--- src/rtl/sfdt_pkg.sv ---
// ----------------------------------------------------------------------------
// sfdt_pkg
// Shared types, constants, microcode table and helper functions for the
// signed fixed-point to decimal text converter.
// ----------------------------------------------------------------------------
package sfdt_pkg;

    localparam int VALUE_W = 16;
    localparam int CHAR_W  = 8;
    localparam int CFG_W   = 3;
    localparam int PC_W    = 3;
    localparam int DATA_W  = 32;
    localparam int ADDR_W  = 4;

    localparam logic [CHAR_W-1:0] CH_STAR  = 8'd42;
    localparam logic [CHAR_W-1:0] CH_ZERO  = 8'd48;
    localparam logic [CHAR_W-1:0] CH_MINUS = 8'd45;

    localparam logic [CFG_W-1:0]  INT_DIGITS_RST  = 3'd3;
    localparam logic [CFG_W-1:0]  FRAC_DIGITS_RST = 3'd2;
    localparam logic [CHAR_W-1:0] SEPARATOR_RST   = 8'd46;

    // Digit positions with a nonzero weight for a 16-bit magnitude
    localparam logic [3:0] WEIGHTED_POS = 4'd5;

    // Register indexes (paddr[3:2])
    localparam logic [1:0] REG_INT_DIGITS  = 2'd0;
    localparam logic [1:0] REG_FRAC_DIGITS = 2'd1;
    localparam logic [1:0] REG_SEPARATOR   = 2'd2;

    // Microprogram step addresses
    localparam logic [PC_W-1:0] STEP_IDLE = 3'd0;
    localparam logic [PC_W-1:0] STEP_SIGN = 3'd1;
    localparam logic [PC_W-1:0] STEP_INT  = 3'd2;
    localparam logic [PC_W-1:0] STEP_SEP  = 3'd3;
    localparam logic [PC_W-1:0] STEP_FRAC = 3'd4;

    typedef enum logic [1:0] {
        EMIT_NONE,
        EMIT_SIGN,
        EMIT_DIGIT,
        EMIT_SEP
    } emit_t;

    typedef enum logic [1:0] {
        CNT_KEEP,
        CNT_INT,
        CNT_FRAC
    } cnt_ld_t;

    // One control word of the microprogram
    typedef struct packed {
        logic            take_in;
        emit_t           emit;
        cnt_ld_t         cnt_ld;
        logic            loop;
        logic            fin;
        logic [PC_W-1:0] next_pc;
    } uword_t;

    typedef struct packed {
        logic [CFG_W-1:0]  ni;
        logic [CFG_W-1:0]  nf;
        logic [CHAR_W-1:0] sep;
    } cfg_t;

    typedef struct packed {
        logic  load;
        logic  emit;
        emit_t sel;
        logic  last;
    } ctrl_t;

    function automatic uword_t ucode(input logic [PC_W-1:0] pc);
        uword_t w;
        unique case (pc)
            STEP_IDLE: w = '{1'b1, EMIT_NONE,  CNT_KEEP, 1'b0, 1'b0, STEP_SIGN};
            STEP_SIGN: w = '{1'b0, EMIT_SIGN,  CNT_INT,  1'b0, 1'b0, STEP_INT};
            STEP_INT:  w = '{1'b0, EMIT_DIGIT, CNT_KEEP, 1'b1, 1'b0, STEP_SEP};
            STEP_SEP:  w = '{1'b0, EMIT_SEP,   CNT_FRAC, 1'b0, 1'b0, STEP_FRAC};
            STEP_FRAC: w = '{1'b0, EMIT_DIGIT, CNT_KEEP, 1'b1, 1'b1, STEP_IDLE};
            default:   w = '{1'b0, EMIT_NONE,  CNT_KEEP, 1'b0, 1'b0, STEP_IDLE};
        endcase
        return w;
    endfunction

    function automatic logic [CFG_W-1:0] clamp_int(input logic [CFG_W-1:0] v);
        if (v == 3'd0)
            return 3'd1;
        else if (v > 3'd5)
            return 3'd5;
        else
            return v;
    endfunction

    function automatic logic [CFG_W-1:0] clamp_frac(input logic [CFG_W-1:0] v);
        if (v == 3'd0)
            return 3'd1;
        else if (v > 3'd4)
            return 3'd4;
        else
            return v;
    endfunction

    function automatic logic [VALUE_W:0] pow10(input logic [2:0] n);
        logic [VALUE_W:0] r;
        unique case (n)
            3'd0:    r = 17'd1;
            3'd1:    r = 17'd10;
            3'd2:    r = 17'd100;
            3'd3:    r = 17'd1000;
            3'd4:    r = 17'd10000;
            default: r = 17'd100000;
        endcase
        return r;
    endfunction

endpackage

--- src/rtl/sfdt_if.sv ---
// ----------------------------------------------------------------------------
// sfdt_in_if / sfdt_out_if
// Valid/ready channels: fixed-point values in, text characters out.
// ----------------------------------------------------------------------------
interface sfdt_in_if;
    logic                                valid;
    logic                                ready;
    logic signed [sfdt_pkg::VALUE_W-1:0] value;

    modport source (output valid, output value, input ready);
    modport sink   (input valid, input value, output ready);
endinterface

interface sfdt_out_if;
    logic                        valid;
    logic                        ready;
    logic [sfdt_pkg::CHAR_W-1:0] char_code;
    logic                        last;

    modport source (output valid, output char_code, output last, input ready);
    modport sink   (input valid, input char_code, input last, output ready);
endinterface

--- src/rtl/sfdt_cfg.sv ---
// ----------------------------------------------------------------------------
// sfdt_cfg
// APB register file: digit counts and separator, clamped for the datapath.
// ----------------------------------------------------------------------------
module sfdt_cfg (
    input  logic                          clk,
    input  logic                          rst_n,
    input  logic                          psel,
    input  logic                          penable,
    input  logic                          pwrite,
    input  logic [sfdt_pkg::ADDR_W-1:0]   paddr,
    input  logic [sfdt_pkg::DATA_W-1:0]   pwdata,
    output logic [sfdt_pkg::DATA_W-1:0]   prdata,
    output sfdt_pkg::cfg_t                cfg
);

    logic [sfdt_pkg::CFG_W-1:0]  int_digits_reg;
    logic [sfdt_pkg::CFG_W-1:0]  frac_digits_reg;
    logic [sfdt_pkg::CHAR_W-1:0] separator_reg;
    logic                        wr_en;
    logic [1:0]                  idx;

    assign wr_en = psel && penable && pwrite;
    assign idx   = paddr[3:2];

    always_ff @(posedge clk or negedge rst_n)
    begin
        if (!rst_n)
        begin
            int_digits_reg  <= sfdt_pkg::INT_DIGITS_RST;
            frac_digits_reg <= sfdt_pkg::FRAC_DIGITS_RST;
            separator_reg   <= sfdt_pkg::SEPARATOR_RST;
        end
        else if (wr_en)
        begin
            unique case (idx)
                sfdt_pkg::REG_INT_DIGITS:  int_digits_reg  <= pwdata[2:0];
                sfdt_pkg::REG_FRAC_DIGITS: frac_digits_reg <= pwdata[2:0];
                sfdt_pkg::REG_SEPARATOR:   separator_reg   <= pwdata[7:0];
                default: ;
            endcase
        end
    end

    always_comb
    begin
        unique case (idx)
            sfdt_pkg::REG_INT_DIGITS:  prdata = {29'd0, int_digits_reg};
            sfdt_pkg::REG_FRAC_DIGITS: prdata = {29'd0, frac_digits_reg};
            sfdt_pkg::REG_SEPARATOR:   prdata = {24'd0, separator_reg};
            default:                   prdata = '0;
        endcase
    end

    assign cfg.ni  = sfdt_pkg::clamp_int(int_digits_reg);
    assign cfg.nf  = sfdt_pkg::clamp_frac(frac_digits_reg);
    assign cfg.sep = separator_reg;

endmodule

--- src/rtl/sfdt_seq.sv ---
// ----------------------------------------------------------------------------
// sfdt_seq
// Microcode sequencer: step counter, control ROM and digit loop counter.
// ----------------------------------------------------------------------------
module sfdt_seq (
    input  logic           clk,
    input  logic           rst_n,
    input  sfdt_pkg::cfg_t cfg,
    input  logic           in_valid,
    input  logic           out_free,
    output logic           in_ready,
    output sfdt_pkg::ctrl_t ctrl
);

    logic [sfdt_pkg::PC_W-1:0]  pc_reg;
    logic [sfdt_pkg::PC_W-1:0]  pc_next;
    logic [sfdt_pkg::CFG_W-1:0] cnt_reg;
    logic [sfdt_pkg::CFG_W-1:0] cnt_next;
    sfdt_pkg::uword_t           word;
    logic                       fire;
    logic                       emitting;

    assign word     = sfdt_pkg::ucode(pc_reg);
    assign emitting = (word.emit != sfdt_pkg::EMIT_NONE);
    assign fire     = word.take_in ? in_valid : (emitting && out_free);
    assign in_ready = word.take_in;

    assign ctrl.load = word.take_in && in_valid;
    assign ctrl.emit = emitting && out_free;
    assign ctrl.sel  = word.emit;
    assign ctrl.last = word.fin && (cnt_reg == 3'd0);

    always_comb
    begin
        pc_next  = pc_reg;
        cnt_next = cnt_reg;
        if (fire)
        begin
            if (word.loop && (cnt_reg != 3'd0))
            begin
                cnt_next = cnt_reg - 3'd1;
            end
            else
            begin
                pc_next = word.next_pc;
                unique case (word.cnt_ld)
                    sfdt_pkg::CNT_INT:  cnt_next = cfg.ni - 3'd1;
                    sfdt_pkg::CNT_FRAC: cnt_next = cfg.nf - 3'd1;
                    default:            cnt_next = cnt_reg;
                endcase
            end
        end
    end

    always_ff @(posedge clk or negedge rst_n)
    begin
        if (!rst_n)
        begin
            pc_reg  <= sfdt_pkg::STEP_IDLE;
            cnt_reg <= '0;
        end
        else
        begin
            pc_reg  <= pc_next;
            cnt_reg <= cnt_next;
        end
    end

`ifndef SYNTH
    a_last_to_idle: assert property (@(posedge clk) disable iff (!rst_n)
        (ctrl.emit && ctrl.last) |=> (pc_reg == sfdt_pkg::STEP_IDLE))
        else $error("final character did not return the sequencer to idle");
    a_load_to_sign: assert property (@(posedge clk) disable iff (!rst_n)
        ctrl.load |=> (pc_reg == sfdt_pkg::STEP_SIGN))
        else $error("accepted value did not start with the sign step");
    a_cnt_range: assert property (@(posedge clk) disable iff (!rst_n)
        cnt_reg <= 3'd4)
        else $error("digit loop counter out of range");
    a_no_emit_idle: assert property (@(posedge clk) disable iff (!rst_n)
        in_ready |-> !ctrl.emit)
        else $error("character emitted while waiting for input");
`endif

endmodule

--- src/rtl/sfdt_dp.sv ---
// ----------------------------------------------------------------------------
// sfdt_dp
// Datapath: magnitude and overflow capture, one decimal digit per step,
// character select and output register.
// ----------------------------------------------------------------------------
module sfdt_dp (
    input  logic                                clk,
    input  logic                                rst_n,
    input  sfdt_pkg::cfg_t                      cfg,
    input  sfdt_pkg::ctrl_t                     ctrl,
    input  logic signed [sfdt_pkg::VALUE_W-1:0] value,
    input  logic                                out_ready,
    output logic                                out_free,
    output logic                                out_valid,
    output logic [sfdt_pkg::CHAR_W-1:0]         char_code,
    output logic                                last
);

    logic [sfdt_pkg::VALUE_W-1:0] rem_reg;
    logic [sfdt_pkg::VALUE_W-1:0] mag;
    logic                         neg_reg;
    logic                         ovf_reg;
    logic                         ovf;
    logic [3:0]                   pos_reg;
    logic [3:0]                   total;
    logic [sfdt_pkg::VALUE_W:0]   weight;
    logic [sfdt_pkg::VALUE_W:0]   thr [10];
    logic [3:0]                   digit;
    logic [sfdt_pkg::CHAR_W-1:0]  ch;
    logic                         out_valid_reg;
    logic [sfdt_pkg::CHAR_W-1:0]  char_reg;
    logic                         last_reg;

    // Two's-complement magnitude; the most negative value wraps to 32768
    assign mag   = value[sfdt_pkg::VALUE_W-1] ? (16'd0 - value) : value;
    assign total = {1'b0, cfg.ni} + {1'b0, cfg.nf};
    assign ovf   = (total < sfdt_pkg::WEIGHTED_POS)
                   && ({1'b0, mag} >= sfdt_pkg::pow10(total[2:0]));

    assign weight = sfdt_pkg::pow10(pos_reg[2:0]);

    always_comb
    begin
        for (int d = 0; d < 10; d++)
            thr[d] = 17'(weight * 17'(d));
        digit = 4'd0;
        if (pos_reg < sfdt_pkg::WEIGHTED_POS)
        begin
            for (int d = 1; d < 10; d++)
                if ({1'b0, rem_reg} >= thr[d])
                    digit = 4'(d);
        end
    end

    always_comb
    begin
        unique case (ctrl.sel)
            sfdt_pkg::EMIT_SIGN:  ch = neg_reg ? sfdt_pkg::CH_MINUS : sfdt_pkg::CH_ZERO;
            sfdt_pkg::EMIT_DIGIT: ch = sfdt_pkg::CH_ZERO + {4'd0, digit};
            sfdt_pkg::EMIT_SEP:   ch = cfg.sep;
            default:              ch = sfdt_pkg::CH_ZERO;
        endcase
        if (ovf_reg)
            ch = sfdt_pkg::CH_STAR;
    end

    always_ff @(posedge clk)
    begin
        if (ctrl.load)
        begin
            rem_reg <= mag;
            neg_reg <= value[sfdt_pkg::VALUE_W-1];
            ovf_reg <= ovf;
            pos_reg <= total - 4'd1;
        end
        else if (ctrl.emit && (ctrl.sel == sfdt_pkg::EMIT_DIGIT))
        begin
            rem_reg <= rem_reg - thr[digit][sfdt_pkg::VALUE_W-1:0];
            pos_reg <= pos_reg - 4'd1;
        end
        if (ctrl.emit)
        begin
            char_reg <= ch;
            last_reg <= ctrl.last;
        end
    end

    always_ff @(posedge clk or negedge rst_n)
    begin
        if (!rst_n)
            out_valid_reg <= 1'b0;
        else if (ctrl.emit)
            out_valid_reg <= 1'b1;
        else if (out_ready)
            out_valid_reg <= 1'b0;
    end

    assign out_free  = !out_valid_reg || out_ready;
    assign out_valid = out_valid_reg;
    assign char_code = char_reg;
    assign last      = last_reg;

endmodule

--- src/rtl/signed_fixed_point_to_decimal_text.sv ---
// ----------------------------------------------------------------------------
// signed_fixed_point_to_decimal_text
// Converts a signed 16-bit fixed-point value into fixed-width decimal text,
// one ASCII character per transfer.
// ----------------------------------------------------------------------------
//
//  channel  dir  handshake       payload
//  -------  ---  --------------  -------------------------------------
//  number   in   valid / ready   value[15:0] signed, scaled by 10^frac
//  text     out  valid / ready   char_code[7:0], last
//  apb      in   psel/penable    int_digits, frac_digits, separator_char
//
//  One value takes one accept step, then one microcode step per character.
//  The sequencer handles one value at a time; the next value is taken
//  while the final character still waits in the output register.
//  A stalled text sink holds the sequencer on its current step.
//  Reset (rst_n, async low) returns the sequencer to its idle step and
//  restores int_digits 3, frac_digits 2, separator '.'.
//
// ----------------------------------------------------------------------------
module signed_fixed_point_to_decimal_text (
    input  logic                        clk,
    input  logic                        rst_n,
    input  logic                        psel,
    input  logic                        penable,
    input  logic                        pwrite,
    input  logic [sfdt_pkg::ADDR_W-1:0] paddr,
    input  logic [sfdt_pkg::DATA_W-1:0] pwdata,
    output logic [sfdt_pkg::DATA_W-1:0] prdata,
    output logic                        pready,
    sfdt_in_if.sink                     number,
    sfdt_out_if.source                  text
);

    sfdt_pkg::cfg_t  cfg;
    sfdt_pkg::ctrl_t ctrl;
    logic            out_free;

    // APB is zero wait state
    assign pready = 1'b1;

    // Register file: writes land on the access phase
    sfdt_cfg u_cfg (
        .clk     (clk),
        .rst_n   (rst_n),
        .psel    (psel),
        .penable (penable),
        .pwrite  (pwrite),
        .paddr   (paddr),
        .pwdata  (pwdata),
        .prdata  (prdata),
        .cfg     (cfg)
    );

    // Sequencer: step counter walks sign, integer digits, separator,
    // fraction digits; character steps advance only when the output register
    // can take a character
    sfdt_seq u_seq (
        .clk      (clk),
        .rst_n    (rst_n),
        .cfg      (cfg),
        .in_valid (number.valid),
        .out_free (out_free),
        .in_ready (number.ready),
        .ctrl     (ctrl)
    );

    // Datapath: extract one digit of the remaining magnitude per digit step
    sfdt_dp u_dp (
        .clk       (clk),
        .rst_n     (rst_n),
        .cfg       (cfg),
        .ctrl      (ctrl),
        .value     (number.value),
        .out_ready (text.ready),
        .out_free  (out_free),
        .out_valid (text.valid),
        .char_code (text.char_code),
        .last      (text.last)
    );

endmodule
--- src/flat_wrapper.sv ---
// flat-port wrapper written by rule: the top's interface ports become plain ports
module signed_fixed_point_to_decimal_text_flat 
  (clk, rst_n, psel, penable, pwrite, paddr, pwdata, prdata, pready, number_valid, number_value, number_ready, text_valid, text_char_code, text_last, text_ready);
  sfdt_in_if number_i ();
  sfdt_out_if text_i ();
  input  logic clk;
  input  logic rst_n;
  input  logic psel;
  input  logic penable;
  input  logic pwrite;
  input  logic [sfdt_pkg::ADDR_W-1:0] paddr;
  input  logic [sfdt_pkg::DATA_W-1:0] pwdata;
  output logic [sfdt_pkg::DATA_W-1:0] prdata;
  output logic pready;
  input wire logic [$bits(number_i.valid)-1:0] number_valid;
  input wire logic [$bits(number_i.value)-1:0] number_value;
  output wire logic [$bits(number_i.ready)-1:0] number_ready;
  output wire logic [$bits(text_i.valid)-1:0] text_valid;
  output wire logic [$bits(text_i.char_code)-1:0] text_char_code;
  output wire logic [$bits(text_i.last)-1:0] text_last;
  input wire logic [$bits(text_i.ready)-1:0] text_ready;
  assign number_i.valid = number_valid;
  assign number_i.value = number_value;
  assign number_ready = number_i.ready;
  assign text_valid = text_i.valid;
  assign text_char_code = text_i.char_code;
  assign text_last = text_i.last;
  assign text_i.ready = text_ready;
  signed_fixed_point_to_decimal_text u_core (.clk(clk), .rst_n(rst_n), .psel(psel), .penable(penable), .pwrite(pwrite), .paddr(paddr), .pwdata(pwdata), .prdata(prdata), .pready(pready), .number(number_i), .text(text_i));
endmodule
--- config.mk ---
export PLATFORM = sky130hd
export DESIGN_NAME = signed_fixed_point_to_decimal_text_flat
export DESIGN_NICKNAME = d
export VERILOG_FILES = /design/src/rtl/sfdt_pkg.sv /design/src/rtl/sfdt_if.sv /design/src/rtl/sfdt_cfg.sv /design/src/rtl/sfdt_seq.sv /design/src/rtl/sfdt_dp.sv /design/src/rtl/signed_fixed_point_to_decimal_text.sv /design/src/flat_wrapper.sv
export SDC_FILE = /design/constraint.sdc
export NUM_CORES = 1
export LEC_CHECK = 0
export BUFFER_PORTS_ARGS = -buffer_cell sky130_fd_sc_hd__buf_2
export CAP_MARGIN = 20
export CORE_MARGIN = 5
export CORE_UTILIZATION = 43
export DETAILED_ROUTE_END_ITERATION = 8
export PLACE_DENSITY = 0.62
export SYNTH_ARGS = -nofsm -noshare
export SYNTH_HDL_FRONTEND = slang
export SYNTH_SLANG_ARGS = --single-unit
--- constraint.sdc ---
create_clock -name clk -period 11.6 [get_ports clk]
set_input_delay 2.32 -clock clk [delete_from_list [all_inputs] [get_ports clk]]
set_output_delay 2.32 -clock clk [all_outputs]
set_load 0.03 [all_outputs]
; Word level (Yosys, flattened, before mapping)
; Index checks and enable logic that the tools add are counted.
[word_totals]
regBits = 52
in_bits = 59
out_inout_bits = 44
wordCells = 122
[op_classes]
addsub = 9
multipliers = 5
n_lt_le_gt_ge = 15
eq_ne = 19
n_mux = 33
bitwise = 2
reduce_logical = 27
[op_table]
columns = cell, count
row1 = $ge 16x17->1, 10
row2 = $pmux 17 s5, 2
row3 = $mux 16, 5
row4 = $bmux 17 s4, 1
row5 = $pmux 10 s5, 1
row6 = $pmux 8 s3, 2
row7 = $mux 4, 11
row8 = $mul 17x3->17 const B, 2
row9 = $eq 3x2->1 const B, 6
row10 = $logic_not 3->1, 6
row11 = $mul 17x2->16 const B, 1
row12 = $mul 17x2->17 const B, 1
row13 = $mul 17x4->17 const B, 1
row14 = $sub 1x16->16 const A, 1
row15 = $sub 16x16->16, 1
row16 = $mux 3, 5
row17 = $reduce_and 2->1, 5
row18 = $eq 3x1->1 const B, 3
row19 = $eq 3x3->1 const B, 3
row20 = $sub 3x1->3 const B, 3
row21 = $eq 2x2->1 const B, 4
row22 = $logic_and 1x1->1, 8
row23 = $lt 4x3->1 const B, 2
row24 = $sub 4x1->4 const B, 2
row25 = 15 further kinds, 24

; Logic depth before layout (Yosys ltp)
; Gate-level depths: netlist of run 1.
[logic_depth]
ltp_word = 20
depth_mapped = 40
ltp_nobuf = 37

; Modules after synthesis
; Synthesis of run 1 repeated with hierarchy kept, for this count alone.
[unflattened]
hier_cells = 1122
hier_area_um2 = 9414.0
[modules_own_cells]
columns = mod, n_inst, cells_per_inst, area_per_inst_um2, seq_area_each_um2
row1 = sfdt_dp, 1, 978, 7961.4, 955.9
row2 = sfdt_cfg, 1, 81, 900.9, 359.1
row3 = sfdt_seq, 1, 61, 540.5, 150.1
row4 = signed_fixed_point_to_decimal_text, 1, 2, 11.3, 0.0

; Least setup slack after synthesis of run 1
; Ideal clock, no wire load.
[synth_path]
kind = register to register
from = register u_core.u_dp.pos_reg[2]
to = register u_core.u_dp.rem_reg[14] (netlist bit) (data pin)
setup_time_ns = 0.256
arrival_ns = 8.321
t_required_ns = 11.344
setup_slack_ns = 3.024
path_stages_with_launch = 40
n_path_buf = 4
period_less_slack_ns = 8.576
cell_sequence = edfxtp_1 -> buf_2 -> nand2b_1 -> clkbuf_1 -> nor2_1 -> inv_1 -> fa_1 -> inv_1 -> ha_1 -> fa_1 -> a21o_1 -> a21oi_1 -> o21bai_1 -> a21oi_1 -> o21ai_0 -> a21oi_1 -> xnor2_1 -> ha_1 -> (+4 left out) -> o22ai_1 -> o31ai_2 -> buf_2 -> buf_2 -> nand3_1 -> o211ai_1 -> o21ai_1 -> ha_1 -> nor2b_1 -> o21ai_0 -> a21boi_1 -> o21a_1 -> o21ai_1 -> a21oi_1 -> o311ai_1 -> a2111oi_0 -> or3_1 -> a31o_2
[synth_via]
elab_chain_len = 20
elab_cells_between_ends = 38
cone_classes = add/sub (1) / mul (5) / order compare (10) / eq/ne (4) / mux (16) / bitwise (1) / reduce/logical (1)
[synth_rtl]
columns = item, line
row1 = from (decl), sfdt_dp.sv:24  ; logic [3:0] pos_reg;
row2 = from (signal assigned), sfdt_dp.sv:74  ; pos_reg <= total - 4'd1;
row3 = from (signal assigned), sfdt_dp.sv:79  ; pos_reg <= pos_reg - 4'd1;
row4 = "parallel branches: the longest is 14 deep, another holds $mul 17x2->17", -
row5 = $bmux 17 s4 (*), sfdt_dp.sv:78  ; rem_reg <= rem_reg - thr[digit][sfdt_pkg::VALUE_W-1:0];
row6 = $mux 16 (not written as such) (*) (2 in series), sfdt_dp.sv:78
row7 = $sub 16x16->16 (*), sfdt_dp.sv:78
row8 = $mux 16 (*), sfdt_dp.sv:76  ; else if (ctrl.emit && (ctrl.sel == sfdt_pkg::EMIT_DIGIT))
row9 = $mux 16 (*), sfdt_dp.sv:69  ; if (ctrl.load)
row10 = to (signal assigned), sfdt_dp.sv:71  ; rem_reg <= mag;
row11 = to (signal assigned), sfdt_dp.sv:78
row12 = to (decl), sfdt_dp.sv:19  ; logic [sfdt_pkg::VALUE_W-1:0] rem_reg;
; Every way passes the cells marked *. The select of a mux whose other input is x is not followed.
; A chain may end at the register's enable or synchronous reset.

; Worst setup path after layout of run 1
; Ends and elaborated chain as after synthesis.

==> run summary, run 1 <==
SYNTH
---------------------------------------------------------------------------------------
Post-synthesis cell count                                                          1102
Portion of synthesized cell area occupied by the leading cell type                25.1%
Number of synthesis warnings                                                          0
Average cell area after synthesis                                              8.32 µm²
Most frequent cell after synthesis                                                 ha_1
Unique masters post-synth                                                            86
Most numerous cell types in the synthesized netlist                        ha_1, a21oi_1, nand2_1
Flip-flop and latch count after synthesis                                            52
Fraction of synthesis flops using an asynchronous set or reset pin                40.4%
Proportion of synthesized chip area in sequential cells                           16.0%
Number of synthesized flops with an enable pin                                       31
Cell area after technology mapping                                             9170 µm²
Top FF cell, synth                                                             edfxtp_1
Cell types with the largest area share after synthesis                     ha_1, edfxtp_1, a21oi_1, dfrtp_1, o21ai_0
Cell type with the largest total area after synthesis                              ha_1

SETUP PATH
---------------------------------------------------------------------------------------
Worst R2R Setup Slack                                                           2.03 ns
Endpoint required time on the critical path                                    11.65 ns
Arrival time reported for the critical path endpoint                            9.62 ns
Kind of launch point of the worst setup path                                       flop
Max incr delay on CP                                                            0.61 ns
Top cell by count, worst path                                                   a21oi_1
Crit end category                                                                  flop
Beginning of the critical path                                             u_core.u_dp.pos_reg[2]
Cell with the largest stage delay on the worst path                            edfxtp_1
Worst R2R Start                                                            u_core.u_dp.pos_reg[2]
Number of cell instances on the worst register-to-register path                      37
Crit Path Max Fanout                                                                 12
Termination of the worst setup path                                        u_core.u_dp.rem_reg[14]
Destination of the worst register-to-register timing path                  u_core.u_dp.rem_reg[14]
Worst setup path category                                                  flop to flop

STA
---------------------------------------------------------------------------------------
Highest Clock Rate                                                              104 MHz
Setup Total Neg Slack                                                              0 ns
Worst rel slew slack                                                              32.6%
Max Transition Viols Final                                                            0
Period minus WS final                                                           9.57 ns
Final worst path period share                                                     82.5%
Setup repair after global routing missed its margin                                  no
Clk_skew                                                                     0.00865 ns
Slew at the pin closest to its max-slew limit                                   1.01 ns
Hold Vio Cnt, Final                                                                   0
Finish-stage setup viols                                                              0

CELLS AND AREA
---------------------------------------------------------------------------------------
Flip-flop count of the largest register after layout                                 16
Area Growth Syn to Fin                                                            7.68%
Antenna Diode Count                                                                   0
Post-layout nets                                                                   1405
Layout cells sized above 1                                                        11.3%

FLOORPLANNING
---------------------------------------------------------------------------------------
Placeable core region                                                         21000 µm²
Die Area                                                                      24300 µm²
DIE HEIGHT                                                                       156 µm
Initial standard-cell utilization of the core                                     43.6%
Number of top-level pins                                                            103
Site row count                                                                       53
X dimension of the die                                                           156 µm

ROUTING
---------------------------------------------------------------------------------------
Residual DRC                                                                          0
Length of the first detailed-routing pass in iterations                               5
Number of violations reported at the end of detailed-routing iteration 0            667
Routed len/inst                                                                 19.3 µm
WL met1                                                                        12300 µm
Metal2 WL                                                                      12700 µm
Routed met3 length                                                              1730 µm
Topmost layer with routed signal wires                                             met4
Wirelength, routed                                                             27500 µm
Via count                                                                          8342
DR vias/cell                                                                       5.84
Post-route antenna net violation count                                                0

CTS
---------------------------------------------------------------------------------------
H-tree level count                                                                    2
Root Driver                                                                   clkbuf_16
Number of gates given a new drive strength after cts                                  0
CTS clock-pin slew for the worst setup and hold paths                           0.07 ns
Clk buf depth                                                                         2
TritonCTS clock tree                                                                yes
Clock Sink Count                                                                     52
Clock latency of the later-clocked register in the worst-skew pair              0.29 ns
Post-CTS Setup Bufs                                                                   0
Cts-stage hold buffer count                                                           0
Clock buffer count from CTS                                                           5

GLOBAL ROUTE
---------------------------------------------------------------------------------------
Pin count of the biggest net entering global routing                                 33
Global-route wire length before repair                                         43000 µm
Via count of the first global-routing pass                                         8147
GRT Resource Usage Total                                                          22.1%
Overflow after GRT                                                                    0
Number of antenna violations at the first check in global routing                     0

RUN
---------------------------------------------------------------------------------------
Number of maximum-capacitance violations                                              0

RUN STATUS
---------------------------------------------------------------------------------------
Outcome                                                                    finished, final reports clean

PLACED DESIGN
---------------------------------------------------------------------------------------
Gpl congestion                                                                    0.995
Count of buffers from port buffering                                                 51
Half-perimeter wire length after placement                                     22100 µm

MIN PATH
---------------------------------------------------------------------------------------
Class of the tightest hold or removal check                                flop to flop

==> per-layer routing <==
metal | up-vias | global-route usage, %
met1 | 3877 | 29.8
met3 | 46 | 3.13
met2 | 291 | 36.7
met4 | 0 | 7.04
met5 | - | 0
li1 | 4128 | -
==> logic make-up (layout without fill, tap and decap cells) <==
kind of cell | after synthesis | after routing | share of synthesized area (%)
other cells | 2 | 28 | 0.0819
fa+ha+maj | 194 | 194 | 27.3
flops | 52 | 52 | 16.0
mux | 48 | 48 | 5.53
compound gates | 309 | 309 | 22.1
xor+xnor | 51 | 51 | 4.87
simple gates | 318 | 318 | 17.5
buf+inv | 128 | 153 | 6.63
==> stage by stage <==
step	cell area [µm²]	instances	hold slack (ns)	setup slack, ns	utilization (%)
2_1_floorplan	9270	1128	0.487	3.02	-
3_3_place_gp	9700	1419	0.511	2.29	46.1
3_5_place_dp	9700	1419	0.509	2.20	46.1
4_1_cts	9870	1427	0.528	2.17	46.9
5_1_grt	9870	1428	0.569	1.52	47.0
6_report	9870	1428	0.526	2.03	47.0
==> worst min-delay path by stage <==
stage,from,end,slack (ns),cells after the start
after global placement,u_core.u_cfg.separator_reg[6],u_core.u_cfg.separator_reg[6],0.51,1
after global routing,u_core.u_cfg.separator_reg[6],u_core.u_cfg.separator_reg[6],0.57,1
after CTS,u_core.u_cfg.separator_reg[6],u_core.u_cfg.separator_reg[6],0.53,1
after floorplan,u_core.u_cfg.separator_reg[6],u_core.u_cfg.separator_reg[6],0.49,1
final,u_core.u_cfg.separator_reg[6],u_core.u_cfg.separator_reg[6],0.53,1
after detailed placement,u_core.u_cfg.separator_reg[6],u_core.u_cfg.separator_reg[6],0.51,1
==> cells in the final DEF (no fill, tap or decap), types with 19 or more instances in the layout <==
master,n
mux2i_1,27
inv_1,69
a21o_1,23
nor2_1,73
xor2_1,19
conb_1,28
nor3_1,21
edfxtp_1,31
buf_2,52
buf_4,21
a21oi_1,93
o21ai_0,61
nand3_1,29
nand2_1,81
ha_1,184
mux2_2,21
xnor2_1,32
==> layout make-up <==
cell class,count,area [µm²]
Fill cell,2082,11100
Multi-Input combinational cell,948,7210
Sequential cell,52,1470
Timing Repair Buffer,73,418
Tap cell,275,344
Inverter,72,270
Clock buffer,6,129
Clock inverter,2,38.8
==> critical path: cells and delay by family, from the launching register on <==
| kind | cells | cell delay, ns |
|---|---|---|
| compound gates | 18 | 4.08 |
| xor+xnor | 1 | 0.12 |
| fa+ha+maj | 5 | 1.77 |
| buf+inv | 3 | 0.53 |
| flops | 1 | 0.61 |
| mux | 2 | 0.35 |
| simple gates | 8 | 1.83 |
Power of run 1 is left out: the tool's default activity adds up to more than one toggle a clock period on the data nets, which glitch-free logic cannot reach.
==> run 2: changes to the inputs <==
- ABC_AREA: default -> 1
- PLACE_DENSITY: 0.62 -> 0.64
- clock period: 11.6 -> 8 ns (I/O delays scaled with it)
==> run 2 against run 1 <==
  * Die area increased by 2.4%
  * Non-clock buffer count increased by 15
  * Largest cell class unchanged
  * Hold slack worse by 0.031 ns
  * Critical path type unchanged
  * First-iteration DRC count up 6.4%
  * Global-route usage increased by 1.3 points
  * Critical path depth unchanged
  * Critical endpoint is now u_core.u_dp.rem_reg[15]
  * Flip-flop and latch count is the same
  * Cell area up 4.0%
  * Synthesized cell count grew 27%
==> run summary, run 2 <==
FLOORPLANNING
---------------------------------------------------------------------------------------
X dimension of the die                                                           158 µm   +1.2%
Number of top-level pins                                                            103   unchanged
Die Area                                                                      24900 µm²   +2.4%
Site row count                                                                       54   +1.9%
Initial standard-cell utilization of the core                                     43.4%   -0.26 points
DIE HEIGHT                                                                       158 µm   +1.2%
Placeable core region                                                         21700 µm²   +3.2%

STA
---------------------------------------------------------------------------------------
Finish-stage setup viols                                                              0   unchanged
Setup Total Neg Slack                                                              0 ns   unchanged
Final worst path period share                                                     92.8%   +10 points
Worst rel slew slack                                                              39.9%   +7.2 points
PnR worst setup slack                                                          0.579 ns   -1.45 ns
Slew at the pin closest to its max-slew limit                                  0.899 ns   -0.110 ns
Worst hold slack after final layout                                            0.495 ns   -0.0314 ns
Max Transition Viols Final                                                            0   unchanged
Highest Clock Rate                                                              135 MHz   +29%
Hold Vio Cnt, Final                                                                   0   unchanged
Clk_skew                                                                     0.00760 ns   -0.00105 ns
Period minus WS final                                                           7.42 ns   -2.15 ns

SYNTH
---------------------------------------------------------------------------------------
Average cell area after synthesis                                              6.70 µm²   -19%
Cell area after technology mapping                                             9400 µm²   +2.6%
Cell type with the largest total area after synthesis                              ha_1
Proportion of synthesized chip area in sequential cells                           15.6%   -0.40 points
Cell types with the largest area share after synthesis                     ha_1, nand2_1, edfxtp_1, inv_1, a21oi_1
Number of synthesized flops with an enable pin                                       31   unchanged
Post-synthesis cell count                                                          1403   +27%
Fraction of synthesis flops using an asynchronous set or reset pin                40.4%   unchanged
Portion of synthesized cell area occupied by the leading cell type                24.5%   -0.62 points
Unique masters post-synth                                                            52   -40%
Most numerous cell types in the synthesized netlist                        nand2_1, inv_1, ha_1
Number of synthesis warnings                                                          0   unchanged
Flip-flop and latch count after synthesis                                            52   unchanged
Most frequent cell after synthesis                                              nand2_1
Top FF cell, synth                                                             edfxtp_1

GLOBAL ROUTE
---------------------------------------------------------------------------------------
Global-route wire length before repair                                         45800 µm   +6.5%
Pin count of the biggest net entering global routing                                 26   -21%
Number of antenna violations at the first check in global routing                     0   unchanged
GRT Resource Usage Total                                                          23.4%   +1.3 points
Overflow after GRT                                                                    0   unchanged
Via count of the first global-routing pass                                         8640   +6.1%

CTS
---------------------------------------------------------------------------------------
Root Driver                                                                   clkbuf_16
Cts-stage hold buffer count                                                           0   unchanged
CTS clock-pin slew for the worst setup and hold paths                           0.07 ns   about the same
Clock buffer count from CTS                                                           5   unchanged
Clk buf depth                                                                         2   unchanged
TritonCTS clock tree                                                                yes
H-tree level count                                                                    2   unchanged
Clock latency of the later-clocked register in the worst-skew pair              0.29 ns   about the same
Clock Sink Count                                                                     52   unchanged

CELLS AND AREA
---------------------------------------------------------------------------------------
Multi-input logic area                                                         7030 µm²   -2.5%
Commonest non-fill, non-tap cell in the layout                                  nand2_1
Total of fill cells in the finished design                                         2269   +9.0%
Register cell area after layout                                                1470 µm²   unchanged
Leading cell types in the layout, fill and taps excluded                   nand2_1, inv_1, ha_1
Antenna Diode Count                                                                   0   unchanged
Layout cells sized above 1                                                        9.12%   -2.2 points
Post-layout nets                                                                   1732   +23%
Area Growth Syn to Fin                                                            9.21%
Flip-flop count of the largest register after layout                                 16   unchanged

SETUP PATH
---------------------------------------------------------------------------------------
Kind of launch point of the worst setup path                                       flop
Endpoint required time on the critical path                                     8.02 ns   -3.63 ns
Worst R2R Start                                                            u_core.u_dp.pos_reg[2]
Number of cell instances on the worst register-to-register path                      37   unchanged
Worst setup path category                                                  flop to flop
Crit Path Max Fanout                                                                 13   +1
Crit end category                                                                  flop
Worst R2R Setup Slack                                                           0.58 ns   -1.45 ns
Destination of the worst register-to-register timing path                  u_core.u_dp.rem_reg[15]
Cell with the largest stage delay on the worst path                            edfxtp_1
Arrival time reported for the critical path endpoint                            7.44 ns   -2.18 ns
Top cell by count, worst path                                                     inv_1
Max incr delay on CP                                                            0.47 ns   -0.14 ns

ROUTING
---------------------------------------------------------------------------------------
Length of the first detailed-routing pass in iterations                               6   +1
Via count                                                                          9511   +14%
Routed len/inst                                                                 17.0 µm   -12%
DR vias/cell                                                                       5.40   -7.5%
Residual DRC                                                                          0   unchanged
Number of violations reported at the end of detailed-routing iteration 0            710   +6.4%
Post-route antenna net violation count                                                0   unchanged
Wirelength, routed                                                             30000 µm   +8.9%

MIN PATH
---------------------------------------------------------------------------------------
Number of stages on the worst hold path                                               2   +1
Class of the tightest hold or removal check                                flop to flop
Worst min-delay path startpoint                                            u_core.u_cfg.frac_digits_reg[1]
Terminating pin of the worst hold path                                     u_core.u_cfg.frac_digits_reg[1]

PLACED DESIGN
---------------------------------------------------------------------------------------
Worst slack at placement                                                       0.328 ns   -1.88 ns
Count of buffers from port buffering                                                 51   unchanged
Half-perimeter wire length after placement                                     24200 µm   +9.4%
Gpl congestion                                                                     1.01   +1.5%

RUN STATUS
---------------------------------------------------------------------------------------
Outcome                                                                    finished, final reports clean

RUN
---------------------------------------------------------------------------------------
Number of maximum-capacitance violations                                              0   unchanged

[run 2: layout make-up]
cell class                      instances  share of cell area (%)
Clock inverter                          3                   0.268
Multi-Input combinational cell       1141                    68.5
Sequential cell                        52                    14.3
Timing Repair Buffer                   88                    5.30
Clock buffer                            5                    1.22
Inverter                              191                    7.08
Tap cell                              280                    3.41
[run 2: repair_timing]
action,CTS,global route
endpoints found under the setup margin,0,11
resized for setup,0,12
buffers inserted,0,4
[run 2: worst max-delay path, delay by kind of cell, from the launching register on]
| family | cells | cell delay, ns |
|---|---|---|
| xor+xnor | 1 | 0.16 |
| simple gates | 17 | 2.95 |
| fa+ha+maj | 4 | 1.27 |
| buf+inv | 8 | 1.12 |
| mux | 1 | 0.07 |
| flops | 1 | 0.47 |
| compound gates | 6 | 1.05 |
[run 2: worst max-delay path by stage]
| stage | start | to | slack [ns] | cells after the start |
|---|---|---|---|---|
| after global placement | u_core.u_dp.pos_reg[1] | u_core.u_dp.rem_reg[15] | 0.40 | 47 |
| after detailed placement | u_core.u_dp.pos_reg[1] | u_core.u_dp.rem_reg[15] | 0.33 | 47 |
| after global routing | u_core.u_dp.pos_reg[2] | u_core.u_dp.rem_reg[14] | -0.005 | 46 |
| after CTS | u_core.u_dp.pos_reg[1] | u_core.u_dp.rem_reg[15] | 0.27 | 47 |
| after floorplan | u_core.u_dp.pos_reg[2] | u_core.u_dp.rem_reg[14] | 0.36 | 47 |
| final | u_core.u_dp.pos_reg[2] | u_core.u_dp.rem_reg[15] | 0.58 | 37 |
[run 2: layer usage]
| metal | global-route usage (%) | up-vias | part of all wire (%) |
|---|---|---|---|
| met1 | 33.1 | 4359 | 46 |
| met4 | 5.45 | 0 | 2.2 |
| met5 | 0 | - | 0 |
| met3 | 2.00 | 37 | 6.2 |
| met2 | 38.9 | 295 | 46 |
| li1 | - | 4820 | - |
[run 2: per-stage QoR]
stage               utilization, %  cells  cell area (µm²)
finish                        47.3   1760            10300
global placement              46.3   1747            10000
detailed placement            46.3   1747            10000
floorplan                        -   1429             9500
CTS                           47.0   1755            10200
global route                  47.3   1760            10300
[run 2: kinds of logic (layout without fill, tap and decap cells)]
family / count (synthesis) / count (layout) / share of synthesized area (%)
XOR/XNOR: 36 / 36 / 3.35
AND/OR/NAND/NOR: 641 / 641 / 29.3
other: 2 / 28 / 0.0799
adder cells (fa/ha/maj): 194 / 194 / 26.6
multiplexers: 1 / 1 / 0.106
AO/OA/AOI/OAI: 241 / 241 / 13.9
flip-flops: 52 / 52 / 15.6
buffers and inverters: 236 / 287 / 11.0
Power of run 2 is left out for the same reason.
